### src/design/gzhc_pkg.sv
// Shared types and constants for the gzip member header and trailer checker.
package gzhc_pkg;

    localparam logic [7:0] MAGIC_ID1    = 8'h1F;
    localparam logic [7:0] MAGIC_ID2    = 8'h8B;
    localparam logic [7:0] CM_DEFLATE   = 8'h08;
    localparam logic [7:0] FLG_RESERVED = 8'hE0;

    // Bit positions inside the FLG byte.
    localparam int FLG_BIT_HCRC    = 1;
    localparam int FLG_BIT_EXTRA   = 2;
    localparam int FLG_BIT_NAME    = 3;
    localparam int FLG_BIT_COMMENT = 4;

    localparam int FIXED_LAST   = 9;
    localparam int TRAILER_LAST = 7;

    typedef enum logic [2:0] {
        ST_HEADER  = 3'd0,
        ST_BODY    = 3'd1,
        ST_TRAILER = 3'd2,
        ST_DONE    = 3'd3,
        ST_ERROR   = 3'd4
    } status_t;

    typedef struct packed {
        logic [31:0] output_length;
        logic [31:0] output_crc;
        logic        body_done;
        logic        source_end;
        logic [7:0]  data_byte;
    } item_t;

    typedef struct packed {
        status_t    status;
        logic [7:0] payload_byte;
        logic       payload_valid;
    } result_t;

endpackage

### src/design/gzhc_core.sv
// Header parser, payload forwarder and trailer compare: state registers and per-byte logic.
module gzhc_core (
    input  logic             aclk,
    input  logic             aresetn,
    input  logic             accept,
    input  gzhc_pkg::item_t  item,
    output gzhc_pkg::result_t result
);
    import gzhc_pkg::*;

    typedef enum logic [3:0] {
        PH_FIXED   = 4'd0,
        PH_XLEN    = 4'd1,
        PH_XDATA   = 4'd2,
        PH_NAME    = 4'd3,
        PH_COMMENT = 4'd4,
        PH_HCRC    = 4'd5,
        PH_BODY    = 4'd6,
        PH_TRAILER = 4'd7,
        PH_DONE    = 4'd8,
        PH_ERROR   = 4'd9
    } phase_t;

    phase_t      phase_reg, phase_next;
    logic [3:0]  index_reg, index_next;
    logic [7:0]  flags_reg, flags_next;
    logic [31:0] crc_reg, crc_next;
    logic [31:0] len_reg, len_next;
    logic        mismatch_reg, mismatch_next;

    logic [15:0] xlen_full;
    logic [15:0] xlen_dec;
    logic [2:0]  trailer_k;
    logic [31:0] trailer_word;
    logic [7:0]  trailer_want;

    // First optional header part at or after 'from' that the flags call for.
    function automatic phase_t advance(phase_t from, logic [7:0] flg, logic xlen_nonzero);
        phase_t p;
        if (from <= PH_XLEN && flg[FLG_BIT_EXTRA]) begin
            p = PH_XLEN;
        end else if (from == PH_XDATA && xlen_nonzero) begin
            p = PH_XDATA;
        end else if (from <= PH_NAME && flg[FLG_BIT_NAME]) begin
            p = PH_NAME;
        end else if (from <= PH_COMMENT && flg[FLG_BIT_COMMENT]) begin
            p = PH_COMMENT;
        end else if (from <= PH_HCRC && flg[FLG_BIT_HCRC]) begin
            p = PH_HCRC;
        end else begin
            p = PH_BODY;
        end
        return p;
    endfunction

    assign xlen_full    = {item.data_byte, len_reg[7:0]};
    assign xlen_dec     = len_reg[15:0] - 16'd1;
    assign trailer_k    = index_reg[2:0];
    assign trailer_word = trailer_k[2] ? len_reg : crc_reg;
    assign trailer_want = trailer_word[{trailer_k[1:0], 3'b000} +: 8];

    always_comb begin
        phase_next    = phase_reg;
        index_next    = index_reg;
        flags_next    = flags_reg;
        crc_next      = crc_reg;
        len_next      = len_reg;
        mismatch_next = mismatch_reg;
        result.payload_valid = 1'b0;
        result.payload_byte  = 8'd0;

        if (phase_reg == PH_DONE || phase_reg == PH_ERROR) begin
            // Terminal phases hold until reset.
        end else if (item.source_end) begin
            phase_next = PH_ERROR;
        end else if (item.body_done) begin
            if (phase_reg == PH_BODY) begin
                crc_next      = item.output_crc;
                len_next      = item.output_length;
                mismatch_next = 1'b0;
                index_next    = 4'd0;
                phase_next    = PH_TRAILER;
            end
        end else begin
            unique case (phase_reg)
                PH_FIXED: begin
                    if ((index_reg == 4'd0 && item.data_byte != MAGIC_ID1) ||
                        (index_reg == 4'd1 && item.data_byte != MAGIC_ID2) ||
                        (index_reg == 4'd2 && item.data_byte != CM_DEFLATE) ||
                        (index_reg == 4'd3 && (item.data_byte & FLG_RESERVED) != 8'd0)) begin
                        phase_next = PH_ERROR;
                    end else begin
                        if (index_reg == 4'd3) begin
                            flags_next = item.data_byte;
                        end
                        if (index_reg == 4'(FIXED_LAST)) begin
                            len_next   = 32'd0;
                            index_next = 4'd0;
                            phase_next = advance(PH_XLEN, flags_reg, 1'b0);
                        end else begin
                            index_next = index_reg + 4'd1;
                        end
                    end
                end
                PH_XLEN: begin
                    if (index_reg == 4'd0) begin
                        len_next   = {24'd0, item.data_byte};
                        index_next = 4'd1;
                    end else begin
                        len_next   = {16'd0, xlen_full};
                        index_next = 4'd0;
                        phase_next = advance(PH_XDATA, flags_reg, xlen_full != 16'd0);
                    end
                end
                PH_XDATA: begin
                    len_next = {16'd0, xlen_dec};
                    if (xlen_dec == 16'd0) begin
                        index_next = 4'd0;
                        phase_next = advance(PH_NAME, flags_reg, 1'b0);
                    end
                end
                PH_NAME: begin
                    if (item.data_byte == 8'd0) begin
                        index_next = 4'd0;
                        phase_next = advance(PH_COMMENT, flags_reg, 1'b0);
                    end
                end
                PH_COMMENT: begin
                    if (item.data_byte == 8'd0) begin
                        index_next = 4'd0;
                        phase_next = advance(PH_HCRC, flags_reg, 1'b0);
                    end
                end
                PH_HCRC: begin
                    if (index_reg == 4'd0) begin
                        index_next = 4'd1;
                    end else begin
                        index_next = 4'd0;
                        phase_next = PH_BODY;
                    end
                end
                PH_BODY: begin
                    result.payload_valid = 1'b1;
                    result.payload_byte  = item.data_byte;
                end
                PH_TRAILER: begin
                    mismatch_next = mismatch_reg | (trailer_want != item.data_byte);
                    if (trailer_k == 3'(TRAILER_LAST)) begin
                        phase_next = mismatch_next ? PH_ERROR : PH_DONE;
                        index_next = 4'd0;
                    end else begin
                        index_next = {1'b0, trailer_k} + 4'd1;
                    end
                end
                default: begin
                    phase_next = PH_ERROR;
                end
            endcase
        end

        unique case (phase_next)
            PH_BODY:    result.status = ST_BODY;
            PH_TRAILER: result.status = ST_TRAILER;
            PH_DONE:    result.status = ST_DONE;
            PH_ERROR:   result.status = ST_ERROR;
            default:    result.status = ST_HEADER;
        endcase
    end

    always_ff @(posedge aclk) begin
        if (!aresetn) begin
            phase_reg    <= PH_FIXED;
            index_reg    <= 4'd0;
            flags_reg    <= 8'd0;
            crc_reg      <= 32'd0;
            len_reg      <= 32'd0;
            mismatch_reg <= 1'b0;
        end else if (accept) begin
            phase_reg    <= phase_next;
            index_reg    <= index_next;
            flags_reg    <= flags_next;
            crc_reg      <= crc_next;
            len_reg      <= len_next;
            mismatch_reg <= mismatch_next;
        end
    end

endmodule

### src/design/gzip_member_header_trailer_check_top.sv
// Top level of the gzip member header and trailer checker with its stream ports.
//
// One input transfer carries either a source byte, an end-of-source mark or a
// body-finished mark with the CRC-32 and length of the decompressed data.
// Every input transfer produces exactly one output transfer: the payload byte
// (when the byte belongs to the deflate body) and the status after that item
// (header, body, trailer, done, or data error).
// Output tvalid rises in the cycle after the input transfer, and one item is
// taken every cycle while the output register can take it; the phase register
// is read and rewritten by the byte decode in a single cycle.
// The output stage is one register; s_tready stays high while that register
// is empty or is being emptied in the same cycle, so a stalled receiver holds
// back the source only once the register is full.
// Synchronous active-low reset returns the parser to the start of the fixed
// header and empties the output register. A data error is sticky until reset,
// and after a good trailer every further item reports done.
module gzip_member_header_trailer_check_top (
    input  logic        aclk,
    input  logic        aresetn,
    input  logic        s_tvalid,
    output logic        s_tready,
    input  logic [71:0] s_tdata,   // data_byte[7:0], output_crc[39:8], output_length[71:40]
    input  logic [1:0]  s_tuser,   // source_end[0], body_done[1]
    output logic        m_tvalid,
    input  logic        m_tready,
    output logic [7:0]  m_tdata,   // payload_byte[7:0]
    output logic [3:0]  m_tuser    // payload_valid[0], status[3:1]
);
    import gzhc_pkg::*;

    logic    accept;
    item_t   item;
    result_t result;

    logic       m_tvalid_reg, m_tvalid_next;
    logic [7:0] m_tdata_reg;
    logic [3:0] m_tuser_reg;

    assign s_tready = !m_tvalid_reg || m_tready;
    assign accept   = s_tvalid && s_tready;

    assign item.data_byte     = s_tdata[7:0];
    assign item.output_crc    = s_tdata[39:8];
    assign item.output_length = s_tdata[71:40];
    assign item.source_end    = s_tuser[0];
    assign item.body_done     = s_tuser[1];

    gzhc_core u_core (
        .aclk    (aclk),
        .aresetn (aresetn),
        .accept  (accept),
        .item    (item),
        .result  (result)
    );

    assign m_tvalid_next = accept || (m_tvalid_reg && !m_tready);

    always_ff @(posedge aclk) begin
        if (!aresetn) begin
            m_tvalid_reg <= 1'b0;
        end else begin
            m_tvalid_reg <= m_tvalid_next;
        end
        if (accept) begin
            m_tdata_reg <= result.payload_byte;
            m_tuser_reg <= {result.status, result.payload_valid};
        end
    end

    assign m_tvalid = m_tvalid_reg;
    assign m_tdata  = m_tdata_reg;
    assign m_tuser  = m_tuser_reg;

`ifndef SYNTHESIS
    a_accept_gives_result: assert property (@(posedge aclk) disable iff (!aresetn)
        accept |=> m_tvalid)
        else $error("accepted item did not produce an output transfer");

    a_payload_only_in_body: assert property (@(posedge aclk) disable iff (!aresetn)
        (m_tvalid && m_tuser[0]) |-> (m_tuser[3:1] == ST_BODY))
        else $error("payload byte flagged outside the body phase");

    a_idle_byte_zero: assert property (@(posedge aclk) disable iff (!aresetn)
        (m_tvalid && !m_tuser[0]) |-> (m_tdata == 8'd0))
        else $error("nonzero payload byte without payload_valid");
`endif

endmodule
### config.mk
export PLATFORM = sky130hd
export DESIGN_NAME = gzip_member_header_trailer_check_top
export DESIGN_NICKNAME = d
export VERILOG_FILES = /design/src/design/gzhc_pkg.sv /design/src/design/gzhc_core.sv /design/src/design/gzip_member_header_trailer_check_top.sv
export SDC_FILE = /design/constraint.sdc
export NUM_CORES = 1
export LEC_CHECK = 0
export ABC_AREA = 1
export BUFFER_PORTS_ARGS = -buffer_cell sky130_fd_sc_hd__buf_2
export CORE_ASPECT_RATIO = 1.1
export CORE_MARGIN = 2
export CORE_UTILIZATION = 52
export DETAILED_ROUTE_END_ITERATION = 12
export PLACE_DENSITY_LB_ADDON = 0.05
export SKIP_CTS_REPAIR_TIMING = 1
export SYNTH_ARGS = -nofsm -noshare
export SYNTH_HDL_FRONTEND = slang
export SYNTH_HIERARCHICAL = 1
export SYNTH_SLANG_ARGS = --single-unit
### constraint.sdc
create_clock -name aclk -period 2.4 [get_ports aclk]
set_input_delay 0 -clock aclk [delete_from_list [all_inputs] [get_ports aclk]]
set_output_delay 0 -clock aclk [all_outputs]
set_load 0.1 [all_outputs]
==> impl_summary.md, run 1 <==
Run status
The run finished, with violations left. The final reports fail on negative hold slack.

Synthesis
The Yosys step of the flow raised 6 warnings. The fraction of the mapped netlist area in adder cells is 1.55%. After synthesis, the cell types taking the most area are sky130_fd_sc_hd__dfxtp_1 28%, sky130_fd_sc_hd__nand2_1 12%, sky130_fd_sc_hd__nor2_1 6.7%, sky130_fd_sc_hd__nand3_1 6.5%, sky130_fd_sc_hd__edfxtp_1 6.4%. The xor-xnor portion of the synthesized cell area is 0.466%.

Of the post-synthesis cell area, the part taken by muxes is 0%. The count of flip-flops with a built-in enable after synthesis is 12. Sequential cells were found to cover 34.1% of the synthesized design area. The compound-gate portion of the synthesized area is 19.6%.

The synthesized netlist net count is 943. After synthesis, the most frequently instantiated cells are 186 x sky130_fd_sc_hd__nand2_1, 100 x sky130_fd_sc_hd__nor2_1, 91 x sky130_fd_sc_hd__inv_1. The synthesized netlist contains 42 unique library cells.

Summed over its instances, the top area cell type makes up 27.7% of the synthesized netlist area. The predominant post-synthesis flop cell is sky130_fd_sc_hd__dfxtp_1. After Yosys synthesis, and, or, nand and nor cells account for 33.1% of the synthesized area.

After synthesis, the largest family of logic cells by area is simple AND/OR/NAND/NOR gates. Yosys instantiated no cell more often than sky130_fd_sc_hd__nand2_1. In the synthesized netlist, the number of instances is 858.

sky130_fd_sc_hd__dfxtp_1 takes more of the synthesized area than any other cell. The mapped netlist covers 0.00563 mm². The async set-reset flop share out of synthesis is 0%. The synthesized flop and latch total is 90.

Each instance of the synthesized netlist takes up on average 6.57 µm².

Clocking
CTS placed an instance of sky130_fd_sc_hd__clkbuf_16 at the clock tree root. The clock net in this run drives a total of 90 sinks. The clock passes through at most 2 buffers. The H-tree level count is 3.

TritonCTS built the clock tree. After clock tree synthesis, the clock-pin slew on the worst setup and hold paths is 60 ps. The number of CTS-inserted buffers is 9. For the worst-skew pair, the clock arrives at the later sink with an insertion delay of 340 ps.

Floorplanning
The number of core rows is 39. The initial utilization of the core area, before any placement, comes to 53.7%. The I/O pin total is 92.

The die width is 103 µm. The area enclosed by the die boundary is 0.0117 mm². The core area is 0.0105 mm². The height of the die is 113 µm.

Cells and area
The total inserted antenna cells is 0. The share of final-layout standard cells stronger than drive strength 1 is 22.7%. The combined flip-flop and latch cell area is 0.00193 mm².

The final instance count without filler cells is 1128. The layout has 961 filler cells. Once layout is complete, the utilization of the core stands at 66.6%.

At the end of the flow, the number of nets in the layout was 1065. The cell area after layout is 0.00699 mm². The footprint of the multi-input gates is 0.00316 mm².

Relative to the synthesized area, the layout overhead comes to 24.1%.

STA
The maximum operating frequency is 458 MHz. The normalized max-slew margin is 29.9%. The final clock skew is 8.90 ps.

The final hold violation count was 13. The worst slack on hold paths is -50.7 ps. After routing, the total negative slack on setup checks comes to 0 ps. The final critical-path share of the clock period is 90.9%.

The number of setup violations in the final report is 0. The count of pins over their slew limit was 0. The clock period could shrink to 2180 ps. The measured slew at the worst slew-check pin is 1050 ps.

Route
In the final routed layout, each cell accounts on average for 15.9 µm. The first-iteration detailed-routing DRC count is 430. The first detailed-routing pass ran for 5 iterations. The routed wire length is 17900 µm.

The number of remaining DRC errors is 0. The count of vias placed by the detailed router is 6276. The mean number of vias per cell is 5.56. The post-detailed-route count of antenna-violating nets is 0.

Placement
Once placement completed, the tool counted placed cells totaling 1078. The quantity of I/O buffers inserted on ports is 91. The weighted congestion at the end of routability-driven global placement is 0.924. Summing all placed instances gives a cell area of 0.00627 mm². The post-DP HPWL is 12700 µm.

Min path
The worst hold path class is in2reg.

Job
The tool flagged a number of max-cap violations equal to 0.

Setup path
The reg-to-reg critical path startpoint is u_core/index_reg[1]. On the worst path, the slowest cell contributes a delay of 400 ps. The slowest cell on the critical path is sky130_fd_sc_hd__dfxtp_1.

For the worst setup path, the data arrival time is 2280 ps. The required time at the worst-slack endpoint is 2500 ps. The worst setup path is captured at a flip-flop. The critical path starts at u_core/index_reg[1]. Traced cell by cell, the critical path runs through buf_4 > ha_1 > nand2_1 > o21bai_1 > nand2_1 > nor2_4 > nand2_1 > nand2_1 > nand2_1 > clkinv_1 > nand2_1 > inv_1 > nand2_1 > nand2_1 > nand2_2 > nand2_4 > nand3_1 > nand2_1.

The number of cells on the worst reg-to-reg path is 18. The number of buffer and inverter instances along the worst setup path is 3. In this design, the critical path's most frequently occurring cell is sky130_fd_sc_hd__nand2_1. The terminus of the critical flop-to-flop path is m_tuser[1]. The startpoint kind of the worst setup timing path is a flip-flop. Across all register-to-register paths, the minimum setup slack is 220 ps. Of all nets on the critical path, the largest fanout is 9. The kind of critical path is reg2reg. The number of logic stages on the critical path including buffering is 18. In this design, the largest share of critical-path delay is due to simple AND/OR/NAND/NOR gates. The most critical setup path has its endpoint at m_tuser[1].

Global routing
The wire length of the first global-routing pass is 28100 µm. The total track usage is 30.9%. Entering global routing, the biggest net connects 51 pins. The number of antenna violations at the first check in global routing is 0. The number of global-route vias before repair came to 5907.

The total overflow reported by the global router is 0.

Pwr
In this run the power density over the cells is 588 mW/mm². The static leakage is 3.20 nW. IR analysis of the VDD net gives a maximum drop of 0.000377 V.
-- cell usage in the layout, fill, tap and decap left out, drive strengths merged, types with 2 or more instances in the layout --
cell           n
clkinv         3
nand4         11
nor4           2
xor2           2
a21oi         66
o221ai         9
o22ai          4
dlygate4sd3   29
ha             7
a211oi        20
dfxtp         78
buf          118
a221oi         2
clkbuf        10
a31oi          3
nor3          12
o2111ai        3
nor2         117
o21ai         70
edfxtp        12
o211ai        10
nand3         74
nand2        200
inv          118
-- layer usage --
layer  wire [µm]  track usage [%]
met1        7480             40.9
met2        8560             50.3
met4         473             12.2
met5           0                0
met3        1410             4.45
-- power breakdown --
group / switching (mW) / internal [mW]
combinational: 0.694 / 0.338
sequential: 0.0385 / 1.57
clock: 0.620 / 0.847
total: 1.35 / 2.76
-- tightest hold or removal path: stages --
cell,delay (ps)
sky130_fd_sc_hd__buf_2,70
sky130_fd_sc_hd__o21ai_0,70
sky130_fd_sc_hd__a21oi_1,110
-- final cells by class --
class | instances | area share (%)
Multi-Input combinational cell | 615 | 45.3
Inverter | 117 | 6.39
Clock inverter | 6 | 1.04
Sequential cell | 90 | 27.6
Timing Repair Buffer | 147 | 13.7
Clock buffer | 10 | 3.42
Tap cell | 143 | 2.56
-- kinds of logic (layout without fill, tap and decap cells) --
logic type               count (synthesis)  after routing
XOR/XNOR                                 3              3
flip-flops                              90             90
adder cells (fa/ha/maj)                  7              7
AO/OA/AOI/OAI                          188            188
AND/OR/NAND/NOR                        417            417
buffers and inverters                  153            280
-- per-stage QoR --
step | setup WS [ps] | power (mW)
global route | -8.27 | 4.30
detailed placement | 35.7 | 2.58
finish | 218 | 4.11
floorplan | 5.77 | 2.32
global placement | 93.5 | 2.57
CTS | 0.616 | 4.04
-- how the worst min path moves through the flow --
stage                            from                 end  slack, ps  cells past startpoint
after floorplan               aresetn            m_tvalid        120                      2
after global placement    s_tdata[30]  u_core/crc_reg[22]        220                      3
after detailed placement  s_tdata[22]  u_core/crc_reg[14]        230                      3
after CTS                 s_tdata[11]   u_core/crc_reg[3]       -130                      3
after global routing      s_tdata[27]  u_core/crc_reg[19]        -20                      3
final                     s_tdata[37]  u_core/crc_reg[29]        -50                      3
(Power assumes the default switching activity.)
==> inputs of run 2 (changes only) <==
- PLACE_DENSITY: default -> 0.8
- PLACE_DENSITY_LB_ADDON: 0.05 -> default
==> run 2 against run 1 <==
The run still ends with negative hold slack left. Register-to-register slack lost 60 ps. Sequential power about the same. Global-route usage down 1.9 points. Count of clock-buffer cells in the layout grew 2. Non-clock buffer count is 4 higher. Final cell count is 0.35% higher. Worst hold slack improved by 14 ps. Die area unchanged. Fmax fell by 2.7%. Largest power group unchanged.
==> impl_summary.md, run 2 (same netlist as run 1, synthesis figures left out) <==
Floorplanning
In this run the count of I/O pins placed on the die edge is 92. In this run the vertical extent of the chip is 113 µm. Measured along the x axis, the die boundary spans 103 µm.

The number of core rows is 39. The core area is 0.0105 mm². Once the floorplan was initialized, standard cells occupied 53.7% of the core. The die covers 0.0117 mm².

Route
The routed wire length is 17600 µm. The number of remaining DRC errors is 0. The first-iteration detailed-routing DRC count is 524.

The post-detailed-route count of antenna-violating nets is 0. Dividing the detail-routed via count by the number of cells gives 5.59. Summing over every cut layer, the via total after detailed routing is 6331. The total iterations of the first detailed-routing run is 8. The routed wire length per instance is 15.5 µm.

STA
The clock period could shrink to 2240 ps. The final hold violation count is 12. The count of pins over their slew limit came to 0.

The worst slack on hold paths is -37.1 ps. The number of setup violations in the final report is 0. The measured slew at the worst slew-check pin is 490 ps. Measured against its own limit, the worst slew margin works out to 67.6%. The final clock skew is 9.54 ps.

After layout, the worst path uses 93.4% of the clock period. The maximum operating frequency is 446 MHz.

Cells and area
The layout overhead on the synthesized area is 24.9%. The total inserted antenna cells is 0. The layout has 982 filler cells.

In the final design database the tool counted 1069 nets. Leaving out fill and tap cells, the most frequent cells in the layout are 181 x sky130_fd_sc_hd__nand2_1, 96 x sky130_fd_sc_hd__nor2_1, 91 x sky130_fd_sc_hd__buf_2. The library cell used most frequently in the layout, excluding fill and tap cells, is sky130_fd_sc_hd__nand2_1. Summing all non-filler instances in the final layout gives an area of 0.00703 mm². Measured on the finished design, the core utilization comes to 67.0%. In the final layout, the share of cells above drive strength 1 is 22.8%.

Global routing
Entering global routing, the biggest net connects 50 pins. The number of global-route vias before repair is 5584. The number of antenna violations at the first check in global routing is 0. The total track usage is 29.0%. The total overflow reported by the global router is 0. The first global-routing pass estimated 26600 µm of wire.

Setup path
The slowest cell on the critical path is sky130_fd_sc_hd__dfxtp_1. The cell family contributing the most delay on the critical path is simple AND/OR/NAND/NOR gates. The data arrival time of the critical path is 2340 ps. The startpoint kind of the worst setup timing path is a flip-flop. Setup slack on the worst reg-to-reg path comes out at 160 ps. The critical path goes through nor2_2 > nand2_1 > nor2_4 > nand2_1 > nand2_1 > nand2_2 > nor3_4 > nand4_1 > nand2_1 > inv_1 > nand2_1 > nand2_1 > nand2_2 > nand2_4 > nand3_1 > nand2_1. Of all nets on the critical path, the largest fanout is 8. The kind of critical path is reg2reg. The required time at the worst-slack endpoint is 2500 ps.

The capturing element type of the critical path is a flip-flop. The number of cells on the worst reg-to-reg path is 16. The reg-to-reg critical path startpoint is u_core/len_reg[3]. The number of buffer and inverter instances along the worst setup path is 1. The terminus of the critical flop-to-flop path is m_tuser[1]. Among the stages of the critical path, the cell type that occurs most often is sky130_fd_sc_hd__nand2_1. The largest single stage delay on the critical path is 370 ps.

Pwr
Registers are responsible for 40.4% of the overall power. Cell internal power was estimated by the tool at 2.65 mW. The total power density per cell area is 567 mW/mm². Summed over all cells, the static leakage comes to 3.22 nW. The switching share of power is 33.6%. The switching power summed over all nets is 1.34 mW. Combinational cells account for 26.0% of the total power. Total power for the finished layout comes to 3.99 mW.

The power share of the clock group is 33.6%. IR analysis of the VDD net gives a maximum drop of 0.000306 V.

Min path
Along the worst hold path, the cell count comes to 3. The worst hold path endpoint is u_core/crc_reg[27]. The min-delay analysis places its worst path in the category in2reg. The startpoint of the tightest hold check path is s_tdata[35].

Job
The tool flagged a number of max-cap violations equal to 0.

Placement
Routability-driven placement finished with a final weighted congestion of 0.965. The quantity of I/O buffers inserted on ports is 91. Detailed placement finished with a half-perimeter wire length of 12000 µm.

The area after detailed placement is 0.00627 mm².

Clocking
The number of buffers between clock root and the deepest sink is 2. The CTS tree is done. The tree is rooted in a sky130_fd_sc_hd__clkbuf_16. After clock tree synthesis, the clock-pin slew on the worst setup and hold paths is 70 ps. The clock sink count is 90. The clock latency on the worst-skew pair is 350 ps. Buffers inserted during clock tree synthesis total 9. The H-tree level count is 3.

Run status
The checks that failed: negative hold slack. The run finished, with violations left.
## run 2: cell types whose count changed in the layout (fill, tap and decap cells not counted), moves of 2 or more
cell	delta
sky130_fd_sc_hd__clkbuf_1	+2
sky130_fd_sc_hd__buf_4	-3
sky130_fd_sc_hd__dlygate4sd3_1	+5
sky130_fd_sc_hd__inv_4	-2
sky130_fd_sc_hd__nor2_2	+2
sky130_fd_sc_hd__clkinv_4	-2
## run 2: area by class of cell
class	count	area, µm²	share of cell area [%]
multi-input cells	615	3170	45.1
flip-flops and latches	90	1930	27.4
repair buffers	151	1030	14.7
inverters	117	447	6.35
clock buffers	12	246	3.50
well taps	143	179	2.54
clock inverters	4	26.3	0.374
## run 2: worst max path at each step
stage | from | end | slack, ps | cells after the start
after floorplan | m_tvalid | u_core/len_reg[5] | 6 | 11
after global placement | u_core/len_reg[0] | m_tuser[1] | 130 | 19
after detailed placement | u_core/len_reg[0] | m_tuser[1] | 50 | 19
after CTS | u_core/len_reg[0] | m_tuser[1] | 30 | 19
after global routing | u_core/index_reg[0] | m_tuser[2] | -10 | 16
final | u_core/len_reg[3] | m_tuser[1] | 160 | 16
## run 2: metrics by stage
step                setup WS, ps  setup TNS, ps  instances  hold WS (ps)
CTS                         31.2              0       1093          -128
finish                       157              0       1132         -37.1
global route               -11.0          -11.0       1132         0.920
global placement             125              0       1077           226
floorplan                   5.77              0        858           122
detailed placement          47.0              0       1077           228
## run 2: power groups by stage
stage               logic (mW)  registers, mW  clock network [mW]
floorplan                0.582           1.73                   0
detailed placement       0.922           1.64                   0
global route              1.13           1.62                1.42
global placement         0.919           1.64                   0
CTS                      0.928           1.61                1.34
finish                    1.04           1.61                1.34
## run 2: metal layers
layer  GRT usage, %  vias up  share of wire [%]
li1               -     3083                  -
met1           38.6     2848                 41
met2           45.4      344                 47
met5              0        -                  0
met4           14.0        0                3.4
met3           4.63       56                8.6
## run 2: tightest hold or removal path, delay by kind of cell
kind | cells | cell delay (ps)
AO/OA/AOI/OAI | 2 | 180
buffers and inverters | 1 | 80
==> inputs of run 3 (changes only) <==
- CORE_UTILIZATION: 52 -> 48
- PLACE_DENSITY: 0.8 -> 0.75
==> run 3 against run 2 <==
The run still ends with negative hold slack left. Register-to-register slack about the same. Flip-flop and latch count unchanged. Core utilization decreased by 5.1 points. Combinational power about the same. Count of clock-buffer cells in the layout decreased by 2. Critical endpoint is now m_tuser[2]. Largest power group unchanged.
==> impl_summary.md, run 3 (same netlist as run 1, synthesis figures left out) <==
STA
The count of pins over their slew limit is 0. The final clock skew is 8.81 ps. The measured slew at the worst slew-check pin is 755 ps. The final critical path takes up 93.1% of the cycle. Setup violations remaining at the end of the flow were counted as 0. Across all hold checks on the routed design, the worst slack comes to -52.5 ps.

The final period demand of the worst path is 2230 ps. The maximum operating frequency is 448 MHz. The final hold violation count is 13. Headroom to the max-slew limit came out at 49.6%.

Setup path
In this run the worst path has a maximum fanout of 11. The largest stage delay on the critical path is 340 ps. Data arrives at the worst endpoint at 2340 ps.

The worst setup path is launched from a flip-flop. The worst reg-to-reg setup slack is 170 ps. The slowest cell on the critical path is sky130_fd_sc_hd__dfxtp_2. The kind of critical path is reg2reg.

Traced cell by cell, the critical path runs through buf_12 > buf_4 > buf_4 > a21oi_1 > o21ai_0 > nand2_1 > nand2_1 > nand2_1 > nand2_1 > nand2_1 > nand3_1 > o21ai_2 > nand2_1 > nand2_1 > nand2_2 > nand4_1 > nand2_1. The capturing element type of the critical path is a flip-flop. For the worst setup path, the data required time is 2500 ps.

The most numerous cell on the critical path is sky130_fd_sc_hd__nand2_1.

Pwr
The total power density per cell area is 561 mW/mm². The overall power consumption is 3.98 mW. The static leakage is 3.26 nW. The maximum vdd drop is 0.000399 V.

Route
In this run the remaining antenna-violating nets after routing total 0. The count of vias placed by the detailed router is 6191. In the final routed layout, each cell accounts on average for 15.1 µm. After the first detailed-routing iteration, the DRC count stood at 504.

Summed over all layers, the routed wires come to 17400 µm. For this run, design rule violations remaining after detail routing come to 0. The mean number of vias per cell is 5.40. The pre-antenna-repair detailed-routing pass consisted of 5 iterations.

Global routing
The number of global-route vias before repair is 5603. The met1 track demand over resource in global routing is 35.2%. The global-route track usage on met3 is 4.82%. The most crowded layer after global routing is met2.

The total track usage is 26.8%. The first global-routing pass estimated 26800 µm of wire. The number of antenna violations at the first check in global routing was 0. The met2 global-route usage is 42.0%. Entering global routing, the biggest net connects 51 pins.

Summed over all layers, the global routing overflow is 0.

Clocking
The clock latency on the worst-skew pair is 350 ps. The number of buffers between clock root and the deepest sink is 2. The root buffer cell chosen for the clock tree is sky130_fd_sc_hd__clkbuf_16. After clock tree synthesis, the clock-pin slew on the worst setup and hold paths is 60 ps. In this run, CTS created clock tree buffers numbering 9. The clock sink count is 90. The H-tree generated during clock tree synthesis spans 3 levels. The CTS tree is done.

Cells and area
The footprint of the multi-input gates is 0.00314 mm². The commonest non-fill, non-tap cell in the layout is sky130_fd_sc_hd__nand2_1. The number of nets in the layout is 1077. The top cell types in the final layout, fill and taps aside, are 183 x sky130_fd_sc_hd__nand2_1, 98 x sky130_fd_sc_hd__nor2_1, 91 x sky130_fd_sc_hd__buf_2. Cells with a size suffix above 1 make up 22.0% of the layout. The combined flip-flop and latch cell area is 0.00193 mm². The total inserted antenna cells is 0.

For this run, the number of standard cells in the final layout without fillers is 1147. The layout filler cell count is 1085. From synthesis to final layout, the design area changed by 25.8%. After routing the design area is 0.00709 mm².

Floorplanning
The number of core rows is 41. The die covers 0.0126 mm². The height of the die is 118 µm.

After floorplanning, the core was sized to cover 0.0114 mm². For this design the top-level I/O count stands at 92. The starting density of the core is 49.2%.

In this run the horizontal extent of the chip is 107 µm.

Run status
The flow ran to the end, but the final reports show violations. The checks that failed: negative hold slack.

Placement
The placed instances occupy a cell area of 0.00631 mm². The wire-length estimate of the detail-placed layout is 12400 µm. Input and output buffers added on the ports amount to 91. The weighted congestion at the end of routability-driven global placement is 0.980.

After detailed placement, the design holds a cell count of 1087.

Min path
The worst hold path class is in2reg.

Job
The tool flagged a number of max-cap violations equal to 0.
-- run 3: cell types whose count changed in the layout (fill, tap and decap cells not counted), sizes merged --
cell	before	now
buf	116	121
clkinv	2	5
clkinvlp	2	0
dlygate4sd3	34	38
clkbuf	13	10
inv	117	118
-- run 3: area by class of cell --
type / instances / area share [%]
clock inverter: 6 / 0.565
sequential: 90 / 27.2
multi-input combinational: 615 / 44.4
timing repair buffer: 159 / 15.6
inverter: 117 / 6.34
tap: 150 / 2.65
clock buffer: 10 / 3.37
-- run 3: final timing paths --
check | startpoint | end | depth (start not counted)
worst max register to register | u_core/index_reg[2] | m_tuser[2] | 17
worst min-delay path | s_tvalid | m_tvalid | 3
worst max-delay path | u_core/index_reg[2] | m_tuser[2] | 17
worst min register to register | u_core/crc_reg[5] | u_core/crc_reg[5] | 2
-- run 3: per-layer routing --
| metal | vias up | routed length (µm) |
|---|---|---|
| li1 | 3102 | - |
| met5 | - | 0 |
| met2 | 261 | 8130 |
| met1 | 2791 | 7410 |
| met4 | 0 | 520 |
| met3 | 37 | 1300 |
-- run 3: power by group --
part           internal, mW  switching (mW)
Sequential             1.57          0.0353
Clock                 0.731           0.607
Combinational         0.348           0.680
-- run 3: critical path, delay by kind of cell (launching register included) --
| family | cells | cell delay (ps) |
|---|---|---|
| compound gates | 3 | 400 |
| buf+inv | 3 | 450 |
| flops | 1 | 340 |
| simple gates | 11 | 780 |
-- run 3: metrics by stage --
step	utilization [%]	TNS, ps	setup slack (ps)
2_1_floorplan	-	0	5.77
5_1_grt	62.0	-5.90	-3.34
3_5_place_dp	55.1	0	77.0
4_1_cts	57.6	0	56.7
6_report	62.0	0	165
3_3_place_gp	55.1	0	106
